==> config.mk <==
export PLATFORM = sky130hd
export DESIGN_NAME = lsc_col_cell
export DESIGN_NICKNAME = d
export VERILOG_FILES = /design/src/rtl/lsc_pkg.sv /design/src/rtl/lsc_col_cell.sv
export SDC_FILE = /design/constraint.sdc
export NUM_CORES = 1
export LEC_CHECK = 0
export BUFFER_PORTS_ARGS = -buffer_cell sky130_fd_sc_hd__buf_2
export CAP_MARGIN = 20
export CELL_PAD_IN_SITES_DETAIL_PLACEMENT = 0
export CELL_PAD_IN_SITES_GLOBAL_PLACEMENT = 2
export CORE_MARGIN = 1.5
export CORE_UTILIZATION = 25
export CTS_BUF_LIST = sky130_fd_sc_hd__clkbuf_16
export CTS_CLUSTER_DIAMETER = 30
export DETAILED_ROUTE_END_ITERATION = 8
export GPL_TIMING_DRIVEN = 0
export HOLD_SLACK_MARGIN = 0.03
export PLACE_DENSITY_LB_ADDON = 0.1
export SLEW_MARGIN = 25
export SYNTH_ARGS = -nofsm -noshare
export SYNTH_HDL_FRONTEND = slang
export SYNTH_SLANG_ARGS = --single-unit
==> constraint.sdc <==
create_clock -name i_clk -period 0.8 [get_ports i_clk]
set_input_delay 0.04 -clock i_clk [delete_from_list [all_inputs] [get_ports i_clk]]
set_output_delay 0.04 -clock i_clk [all_outputs]
set_load 0.005 [all_outputs]
==> src/rtl/lsc_pkg.sv <==
`default_nettype none

package lsc_pkg;

    localparam int PIX_W = 8;
    localparam int CFG_W = 11;

    localparam logic OP_PIXEL = 1'b0;
    localparam logic OP_DRAIN = 1'b1;

    localparam logic [PIX_W-1:0] PIX_MAX = 8'd255;

    typedef logic [PIX_W-1:0] t_pix;

    // one window column, top row is the oldest line
    typedef struct packed {
        t_pix bot;
        t_pix mid;
        t_pix top;
    } t_col;

    // which neighbours of the centre lie inside the image
    typedef struct packed {
        logic up;
        logic down;
        logic left;
        logic right;
    } t_nbr_mask;

endpackage

`default_nettype wire

==> src/rtl/lsc_col_cell.sv <==
`default_nettype none

module lsc_col_cell (
    input  wire logic         i_clk,
    input  wire logic         i_rst_n,
    input  wire logic         i_shift,
    input  wire lsc_pkg::t_col i_col,
    output lsc_pkg::t_col     o_col
);

    lsc_pkg::t_col r_col;

    always_ff @(posedge i_clk) begin
        if (!i_rst_n) begin
            r_col <= '0;
        end else if (i_shift) begin
            r_col <= i_col;
        end
    end

    assign o_col = r_col;

endmodule

`default_nettype wire

==> impl_metrics.toml <==
[routing]
first_iter_violations = 6
vias_per_cell = 3.926
drtPass1Iterations = 2
ant_nets = 0
finalWirelength_um = 1826
drc_errors = 0
via_count = 687
routedWlPerCell_um = 10.43

[power_and_ir_drop]
power_frac_comb_pct = 12.5
power.switching_uw = 555.9
internal_power_mw = 2.128
cellPowerDensity_nw_per_um2 = 2053
seqPwrFrac_pct = 48.3
clkPwrFrac_pct = 39.2
netSwitchingFraction_pct = 20.71
p_leak_nw = 0.6651
total_power_mw = 2.684
ir_worst_vdd_uv = 591.7

[setup_path]
r2r_end = "o_col[2]$_SDFFE_PN0P_"
worstSetupPathType = "reg -> out"
crit_start = "o_col[1]$_SDFFE_PN0P_"
cp.arrival_ns = 0.70
cp_data_required_time_ns = 0.76
endpoint = "o_col[1]"
rr_worst_depth = 2
critical_path.cell_chain = "buf_2"
crit_family = "flip-flops"
critPathCaptureType = "primary output"
max_stage_delay_ns = 0.33
rrSetupSlack_ns = 0.19
crit_fanout = 2
path_depth = 1
crit_slowest_cell = "dfxtp_1"
startpoint_type = "flip-flop"
rr_startpoint = "o_col[2]$_SDFFE_PN0P_"
crit_buf_inv = 1

[die]
initial_core_util_pct = 27.01
dieArea_um2 = 4093
coreArea_um2 = 3442
die_y_um = 63.98
die_x_um = 63.98
boundaryPins = 51
fp-row-count = 21

[sta]
final.setup.tns_ns = 0
setup_violations = 0
slew_headroom_pct = 75.43
max_freq_mhz = 1358
worstMarginPinSlew_ns = 0.3685
slew_viol_final = 0
grt_setup_unrepaired = "no"
fin_crit_ns = 0.7363
hold_viol = 0
skew_ns = 0
period_share_pct = 92.04

[yosys]
netlist_top_cells_area = "dfxtp_1 52%, mux2i_1 26%, nor2b_1 16%"
synth_area_leader_cell = "dfxtp_1"
synth_nets = 104
synth_area_um2 = 929.6
synth_xor_area_share_pct = 0
synth_common_cells = "24 x dfxtp_1, 24 x mux2i_1, 24 x nor2b_1"
synth_adder_area_share_pct = 0
synth-main-ff-cell = "dfxtp_1"
synthSimpleGateAreaFrac_pct = 16.15
ys_async_sr_fraction_pct = 0
synth_top_area_share_pct = 51.68
synth_edf_count = 0
syn_avg_cell_area_um2 = 12.07
yosysUniqueCellTypes = 6
synth_compound_area_share_pct = 0
synth_top_family_by_area = "multiplexers"
synthCells = 77
synth_seq_cells = 24
synth_mux_area_share_pct = 25.84
yosys_warnings = 0
ys_seq_area_share_pct = 51.68

[cts]
cts_tree = "built"
cts-resized-gates = 0
clock-sinks = 24
clk_latency_ns = 0.25
cts_hold_buf = 0
cts_buffers = 3
htree_levels = 1
path_clk_slew_ns = 0.06
post_cts.repair.setup_buffers = 0
clk_path_buf_depth = 2
clockRootBuffer = "clkbuf_16"

[grt]
grt_pass1_wl_um = 3070
grt_start_max_net_pins = 13
globalRouteOverflowTotal = 0
grt_pass1_vias = 677
grt_use_total_pct = 9.536
antenna_found_initial = 0

[place]
port_buffers = 49
dp_hpwl_um = 1354
gp_congestion = 0.6244

[run_status]
status = "complete, no violations"

[cells_and_area]
drive_gt1_share_pct = 42.64
fin_nets = 158
largest_reg_flops = 24
nFillCells = 375
syn_to_final_growth_pct = 40.65
antenna_cells = 0

[hold_path]
min_from = "i_col[10]"
hp-class = "in -> reg"

[run]
maxCapViolCount = 0
power groups by stage:
stage / combinational (mW) / sequential [mW] / clock [mW]
global placement: 0.338 / 1.32 / 0
floorplan: 0.177 / 1.33 / 0
finish: 0.334 / 1.30 / 1.05
CTS: 0.344 / 1.30 / 1.10
detailed placement: 0.343 / 1.32 / 0
global route: 0.374 / 1.31 / 1.17
metrics by stage:
step / area [µm²] / utilization [%] / hold slack (ns) / worst slack (ns) / cells
floorplan: 929.6 / - / 0.1682 / 0.1721 / 77
global route: 1308 / 37.99 / 0.05495 / 0.008313 / 175
finish: 1308 / 37.99 / 0.04531 / 0.06369 / 175
CTS: 1308 / 37.99 / 0.04495 / 0.04837 / 175
global placement: 1232 / 35.81 / 0.2971 / 0.05846 / 172
detailed placement: 1232 / 35.81 / 0.3075 / 0.03202 / 172
worst min path at each step:
stage	endpoint	cells past startpoint
after floorplan	o_col[15]$_SDFFE_PN0P_	1
after detailed placement	o_col[20]$_SDFFE_PN0P_	3
after global placement	o_col[7]$_SDFFE_PN0P_	3
after global routing	o_col[13]$_SDFFE_PN0P_	3
final	o_col[10]$_SDFFE_PN0P_	3
after CTS	o_col[15]$_SDFFE_PN0P_	3
cells in the final DEF (no fill, tap or decap):
master,count
mux2i_1,24
clkbuf_16,3
dfxtp_1,24
buf_2,49
nor2b_1,24
clkbuf_1,2
buf_6,1
buf_12,2
layout make-up:
type | instances | area, µm² | share of cell area, %
multi-input cells | 48 | 390.4 | 29.86
repair buffers | 49 | 245.2 | 18.76
plain buffers | 5 | 58.81 | 4.498
flip-flops and latches | 24 | 480.5 | 36.75
clock buffers | 3 | 75.07 | 5.742
well taps | 46 | 57.56 | 4.402
metal layers:
| layer | vias to the layer above | global-route usage (%) | share of wire (%) |
|---|---|---|---|
| met4 | 0 | 4.076 | 1.0 |
| met2 | 26 | 14.84 | 44 |
| met3 | 2 | 1.585 | 6.0 |
| met5 | - | 0 | 0 |
| met1 | 302 | 12.95 | 49 |
| li1 | 357 | - | - |
logic make-up after synthesis:
kind of cell           count (synthesis)
buffers and inverters                  5
multiplexers                          24
AND/OR/NAND/NOR                       24
flip-flops                            24
No activity file was read; power rests on OpenSTA's default activity.
