==> src/rtl/lsc_pkg.sv <==
`default_nettype none

package lsc_pkg;

    localparam int PIX_W = 8;
    localparam int CFG_W = 11;

    localparam logic OP_PIXEL = 1'b0;
    localparam logic OP_DRAIN = 1'b1;

    localparam logic [PIX_W-1:0] PIX_MAX = 8'd255;

    typedef logic [PIX_W-1:0] t_pix;

    // one window column, top row is the oldest line
    typedef struct packed {
        t_pix bot;
        t_pix mid;
        t_pix top;
    } t_col;

    // which neighbours of the centre lie inside the image
    typedef struct packed {
        logic up;
        logic down;
        logic left;
        logic right;
    } t_nbr_mask;

endpackage

`default_nettype wire

==> src/rtl/lsc_sharpen.sv <==
`default_nettype none

module lsc_sharpen (
    input  wire lsc_pkg::t_col      i_left,
    input  wire lsc_pkg::t_col      i_centre,
    input  wire lsc_pkg::t_col      i_right,
    input  wire lsc_pkg::t_nbr_mask i_mask,
    output lsc_pkg::t_pix           o_pix
);

    logic [9:0]         nbr_sum;
    logic [9:0]         centre_x3;
    logic signed [11:0] diff;

    // centre - (4*centre - sum) folds to sum - 3*centre
    always_comb begin
        nbr_sum = (i_mask.up    ? 10'(i_centre.top) : 10'd0)
                + (i_mask.down  ? 10'(i_centre.bot) : 10'd0)
                + (i_mask.left  ? 10'(i_left.mid)   : 10'd0)
                + (i_mask.right ? 10'(i_right.mid)  : 10'd0);
        centre_x3 = 10'(i_centre.mid) + {1'b0, i_centre.mid, 1'b0};
        diff = $signed({2'b00, nbr_sum}) - $signed({2'b00, centre_x3});
        if (diff < 0) begin
            o_pix = '0;
        end else if (diff > $signed(12'(lsc_pkg::PIX_MAX))) begin
            o_pix = lsc_pkg::PIX_MAX;
        end else begin
            o_pix = diff[lsc_pkg::PIX_W-1:0];
        end
    end

endmodule

`default_nettype wire

==> config.mk <==
export PLATFORM = sky130hd
export DESIGN_NAME = lsc_sharpen
export DESIGN_NICKNAME = d
export VERILOG_FILES = /design/src/rtl/lsc_pkg.sv /design/src/rtl/lsc_sharpen.sv
export SDC_FILE = /design/constraint.sdc
export NUM_CORES = 1
export LEC_CHECK = 0
export ABC_CLOCK_PERIOD_IN_PS = 4700
export BUFFER_PORTS_ARGS = -buffer_cell sky130_fd_sc_hd__buf_4
export CAP_MARGIN = 20
export CELL_PAD_IN_SITES_DETAIL_PLACEMENT = 1
export CELL_PAD_IN_SITES_GLOBAL_PLACEMENT = 1
export CORE_ASPECT_RATIO = 0.9
export CORE_MARGIN = 2
export CORE_UTILIZATION = 33
export DETAILED_ROUTE_END_ITERATION = 7
export PLACE_DENSITY_LB_ADDON = 0.1
export SLEW_MARGIN = 40
export SYNTH_ARGS = -nofsm -noshare
export SYNTH_HDL_FRONTEND = slang
export SYNTH_SLANG_ARGS = --single-unit
==> constraint.sdc <==
create_clock -name vclk -period 4.7
set_input_delay 0.235 -clock vclk [all_inputs]
set_output_delay 0.235 -clock vclk [all_outputs]
set_load 0.02 [all_outputs]
==> reports/qor.txt, run 1 <==
==================================================================================
Final-layout fill cell count                                                   548
Number of nets produced by synthesis                                           285
Logic gate share of total power                                             100.0%
Share of final-layout standard cells stronger than drive strength 1         28.84%
Ant. Diodes                                                                      0
CTS-repair resized insts                                                         0
Global-route congestion overflow total                                           0
Area growth from synthesis to final layout                                  30.87%
Leading area contributor after synthesis                                      fa_1
Area enclosed by the die boundary                                        5114 um^2
Number of nets at the end of the flow                                          338
Placed Instances                                                               277
Total cell area at the placement stage                                   1968 um^2
Worst-case vdd ir drop                                                   0.1681 mV
Tmin final                                                                4.442 ns
Drt drc                                                                          0
Critical path's largest stage delay                                        0.56 ns
Max Transition Viols Final                                                       0
Post-Synthesis Cells                                                           164
Post-route antenna net violation count                                           0
Switching share of total power                                              55.66%
Clock network power share                                                       0%
FMAX                                                                    0.2251 GHz
DR WL/cell                                                                12.08 um
Total wire length after detailed routing                                   3345 um
Most instantiated library cell after synthesis                               inv_1
YS warnings                                                                      0
Final std cell area, no fill                                             1968 um^2
Vias in the first global route                                                1265
Internal cell power                                                    0.0003830 W
Starting density of the core                                                33.94%
Final core area utilization                                                 44.41%
Master of the slowest instance on the critical path                           fa_1
Wire length on met2                                                        1933 um
Setup violators final                                                            0
Detailed-routing wirelength on met1                                        1292 um
Placeable core region                                                    4432 um^2
Final period utilization                                                    94.51%
Number of placed I/O pins                                                       84
Total leakage power                                                       1.043 nW
Global-route wire length before repair                                     5388 um
Die Width                                                                 75.16 um
Critical setup path kind                                                    in2out
Measured slew at the worst slew-check pin                                0.4024 ns
Crit-path cells                                                       buf_4 > and2_1 > fa_1 > fa_1 > fa_1 > ha_1 > fa_1 > a211oi_1 > nor2_1 > o41ai_4 > o21a_1 > o211ai_4 > o21a_1 > buf_4
Total via count after detailed routing                                        1243
CP dominant cell by count                                                     fa_1
Cell area after technology mapping                                       1504 um^2
Global-route usage over all layers                                          13.41%
I/O Buffers                                                                     52
Total of clock buffers placed in the layout                                      0
Number of rows in the core area                                                 23
Proportion of synthesized chip area in sequential cells                         0%
Accumulated negative setup slack                                              0 ns
Vias per inst                                                                4.487
Outcome                                                               finished clean
Drt initial violations                                                          18
Maximum capacitance violations                                                   0
Unrepaired setup endpoints after global routing                              false
Portion of synthesized cell area occupied by the leading cell type          41.26%
Path type of the worst min-delay path                                       in2out
Half-perimeter wire length after placement                                 3157 um
Hold buffer count at CTS                                                         0
Detailed-routing iteration count for the pre-antenna-repair pass                 4
Power spent charging and discharging nets                              0.0004808 W
Synth top cells by count                                              inv_1, fa_1, and2_1
Final instance count without filler cells                                      277
Final weighted congestion in routability-driven placement                   0.7562
Final hold violation count                                                       0
Mean area per synthesized cell                                          9.170 um^2
Sequential cell count                                                            0
Signal arrival time at the worst endpoint                                  4.21 ns
Maximum number of pins on one net before global-route repair                     9
Sequential fraction of design power                                             0%
Pwr/cell area                                                         438.9 nW/um^2
Vertical extent of the die                                                68.05 um
Synth cell types                                                                27
Register Area                                                               0 um^2
CP endpoint kind                                                       output port
Met3 routed WL                                                              120 um
Category of the worst setup path launch point                         primary input
Required time worst endpoint                                               4.47 ns
Biggest fanout along the worst timing path                                       8
# Post-CTS Setup Buffers                                                         0
Slew HR                                                                     73.04%
Biggest area contributors in the synthesized netlist                  fa_1, ha_1, inv_1
Antenna violations before repair                                                 0
Highest metal layer with signal wires                                         met3
==================================================================================
layout by cell type (no fill, tap or decap):
master and instances:
and2_1 19, xnor2_1 3, buf_4 52, o41ai_4 1
o211ai_4 1, a21o_2 2, o21ai_0 1, nor2b_1 1
fa_1 31, o211ai_1 1, o21ai_2 1, nor2_1 3
a211oi_2 1, a311oi_1 1, a211oi_1 2, a31oi_2 1
ha_1 14, a21oi_1 4, a21o_1 1, o311ai_4 1
a31o_1 1, inv_1 44, xnor2_2 1, nand2_1 15
xor2_1 2, o21a_1 10, o211ai_2 1
area by class of cell:
type	instances	area [um^2]	share of cell area [%]
Multi-Input combinational cell	119	1335	67.83
Tap cell	62	77.57	3.942
Inverter	44	165.2	8.392
Timing Repair Buffer	52	390.4	19.83
layer usage:
layer	vias to the layer above	track usage, %
met3	0	0.1473
met5	-	0
met4	0	0
li1	609	-
met1	606	16.74
met2	28	27.30
through the flow:
step / hold WS [ns] / setup slack [ns] / power [W]
after CTS: 1.117 / 0.1988 / 0.0008866
after detailed placement: 1.113 / 0.2065 / 0.0008832
after global routing: 1.147 / 0.03617 / 0.0009699
final: 1.116 / 0.2580 / 0.0008638
after global placement: 1.055 / 0.3427 / 0.0008482
after floorplan: 0.8799 / 0.6787 / 0.0006492
final timing paths:
| check | from | endpoint | slack [ns] | cells past startpoint |
|---|---|---|---|---|
| max | i_mask[2] | o_pix[0] | 0.26 | 14 |
| min | i_centre[1] | o_pix[0] | 1.12 | 6 |
cells by family (layout without fill, tap and decap cells):
logic type,count (synthesis),after routing,share of synthesized area (%)
and+or+nand+nor,38,38,12.81
adders and majority gates,45,45,52.91
xor gates and xnor gates,6,6,3.994
AOI/OAI and AO/OA,30,30,19.05
buffers and inverters,45,96,11.23
power by group through the flow:
stage          Sequential, W  Clock (W)  Combinational, W
6_report                   0          0          0.000864
3_3_place_gp               0          0          0.000848
5_1_grt                    0          0          0.000970
4_1_cts                    0          0          0.000887
2_1_floorplan              0          0          0.000649
3_5_place_dp               0          0          0.000883
worst max-delay path, delay by kind of cell:
kind	cells	cell delay (ns)
AOI/OAI and AO/OA	5	1.15
and+or+nand+nor	2	0.29
buffers and inverters	2	0.31
adders and majority gates	5	2.23
Power figures use the tool's default switching activity.
==> run 2, diff against run 1 <==
--- a/config.mk
+++ b/config.mk
@@ -8,13 +8,12 @@
 export ABC_CLOCK_PERIOD_IN_PS = 4700
 export BUFFER_PORTS_ARGS = -buffer_cell sky130_fd_sc_hd__buf_4
 export CAP_MARGIN = 20
-export CELL_PAD_IN_SITES_DETAIL_PLACEMENT = 1
-export CELL_PAD_IN_SITES_GLOBAL_PLACEMENT = 1
 export CORE_ASPECT_RATIO = 0.9
 export CORE_MARGIN = 2
-export CORE_UTILIZATION = 33
+export CORE_UTILIZATION = 48
 export DETAILED_ROUTE_END_ITERATION = 7
-export PLACE_DENSITY_LB_ADDON = 0.1
+export PLACE_DENSITY = 0.86
+export RECOVER_POWER = 25
 export SLEW_MARGIN = 40
 export SYNTH_ARGS = -nofsm -noshare
 export SYNTH_HDL_FRONTEND = slang
==> run 2 against run 1 <==
First-iteration DRC count is 5.6% lower. Final area decreased by 1.7%. Critical endpoint is now o_pix[6]. Utilization is 20 points higher. Wire length decreased by 13%.
==> reports/qor.txt, run 2 (same netlist as run 1, synthesis figures left out) <==
=====================================================================================
Final instance count without filler cells                                         257
Placeable core region                                                       3019 um^2
Total of clock buffers placed in the layout                                         0
Capturing element of the worst setup path                                    o_pix[6]
Vertical extent of the die                                                   57.10 um
# Post-CTS Setup Buffers                                                            0
Hold buffer count at CTS                                                            0
Drt drc                                                                             0
Hold Path Depth                                                                     6
Maximum number of pins on one net before global-route repair                        9
Signal arrival time at the worst endpoint                                     4.17 ns
Final weighted congestion in routability-driven placement                      0.7613
Tmin final                                                                   4.402 ns
Register Area                                                                  0 um^2
Starting density of the core                                                   49.81%
Total via count after detailed routing                                           1240
Vias in the first global route                                                   1352
Max Transition Viols Final                                                          0
Critical setup path kind                                                       in2out
Total leakage power                                                          1.040 nW
I/O Buffers                                                                        52
Final hold violation count                                                          0
Pwr/cell area                                                            429.2 nW/um^2
Antenna violations before repair                                                    0
Setup crit start                                                            i_mask[2]
Master of the slowest instance on the critical path                              fa_1
Final period utilization                                                       93.67%
GRT Max-Usage Layer                                                              met2
Global-route usage over all layers                                             18.22%
Path type of the worst min-delay path                                          in2out
Number of rows in the core area                                                    19
Accumulated negative setup slack                                                 0 ns
Die Width                                                                       63 um
Met3 track utilization from global routing                                     1.183%
Total wire length after detailed routing                                      2914 um
DR WL/cell                                                                   11.34 um
Sequential cell count                                                               0
CP endpoint kind                                                          output port
Global-route wire length before repair                                        5457 um
Post-route antenna net violation count                                              0
Most frequent cells in the layout                                        buf_4, inv_1, fa_1
Ant. Diodes                                                                         0
Number of placed I/O pins                                                          84
Share of final-layout standard cells stronger than drive strength 1            28.84%
Critical path's largest stage delay                                           0.55 ns
Most frequent standard cell in the layout excluding fill and tap cells          buf_4
Half-perimeter wire length after placement                                    2726 um
GRT met1 Usage                                                                 22.95%
Final critical-path setup slack                                             0.2977 ns
Slew HR                                                                        74.81%
Biggest fanout along the worst timing path                                          8
Drt initial violations                                                             17
Detailed-routing iteration count for the pre-antenna-repair pass                    4
CTS-repair resized insts                                                            0
Maximum capacitance violations                                                      0
Worst-case vdd ir drop                                                      0.2253 mV
Setup violators final                                                               0
Number of nets at the end of the flow                                             338
Vias per inst                                                                   4.825
Required time worst endpoint                                                  4.47 ns
Crit-path cells                                                          buf_4 > and2_1 > fa_1 > fa_1 > fa_1 > ha_1 > fa_1 > a211oi_1 > nor2_1 > o41ai_4 > o21a_1 > o211ai_2 > o21a_1 > buf_4
Post-placement worst setup slack                                            0.2944 ns
CP dominant cell by count                                                        fa_1
Global-route congestion overflow total                                              0
Placed Instances                                                                  257
Outcome                                                                  finished clean
Area enclosed by the die boundary                                           3597 um^2
Unrepaired setup endpoints after global routing                                 false
Measured slew at the worst slew-check pin                                   0.3759 ns
Met2 track demand over resource                                                35.71%
FMAX                                                                       0.2272 GHz
Category of the worst setup path launch point                            primary input
Area growth from synthesis to final layout                                     28.62%
=====================================================================================
## run 2: cell counts in the layout (fill, tap and decap cells not counted)
Identical to the previous run, type by type.
## run 2: how the worst min path moves through the flow
stage                      start        to  slack [ns]
finish               i_centre[1]  o_pix[0]        1.08
global route         i_centre[1]  o_pix[0]        1.14
CTS                  i_centre[1]  o_pix[0]        1.09
detailed placement   i_centre[1]  o_pix[0]        1.09
global placement     i_centre[1]  o_pix[0]        1.06
floorplan           i_centre[15]  o_pix[0]        0.88
## run 2: cell type report
type                       count  area (um^2)
multi-input combinational    119         1326
fill                         268         1085
timing repair buffer          52        390.4
inverter                      44        165.2
tap                           42        52.55
## run 2: routing by layer
| layer | part of all wire, % | wire length (um) |
|---|---|---|
| met1 | 40 | 1177 |
| met2 | 55 | 1603 |
| met3 | 4.5 | 132 |
| met4 | 0 | 0 |
| met5 | 0 | 0 |
## run 2: critical path, delay by kind of cell
kind | cells | cell delay (ns)
fa+ha+maj | 5 | 2.18
simple gates | 2 | 0.28
compound gates | 5 | 1.18
buf+inv | 2 | 0.29
## run 2: power by group
group	internal [W]	switching, W
clock	0	0
sequential	0	0
combinational	0.000375	0.000456
total	0.000375	0.000456
## run 2: per-stage QoR
step	total power, W	util, %	hold WS (ns)	cell area, um^2
after floorplan	0.0006492	-	0.8799	1504
after global placement	0.0008348	64.36	1.060	1943
after detailed placement	0.0008567	64.36	1.087	1943
after CTS	0.0008586	64.36	1.088	1943
after global routing	0.0009348	64.07	1.144	1934
final	0.0008302	64.07	1.079	1934
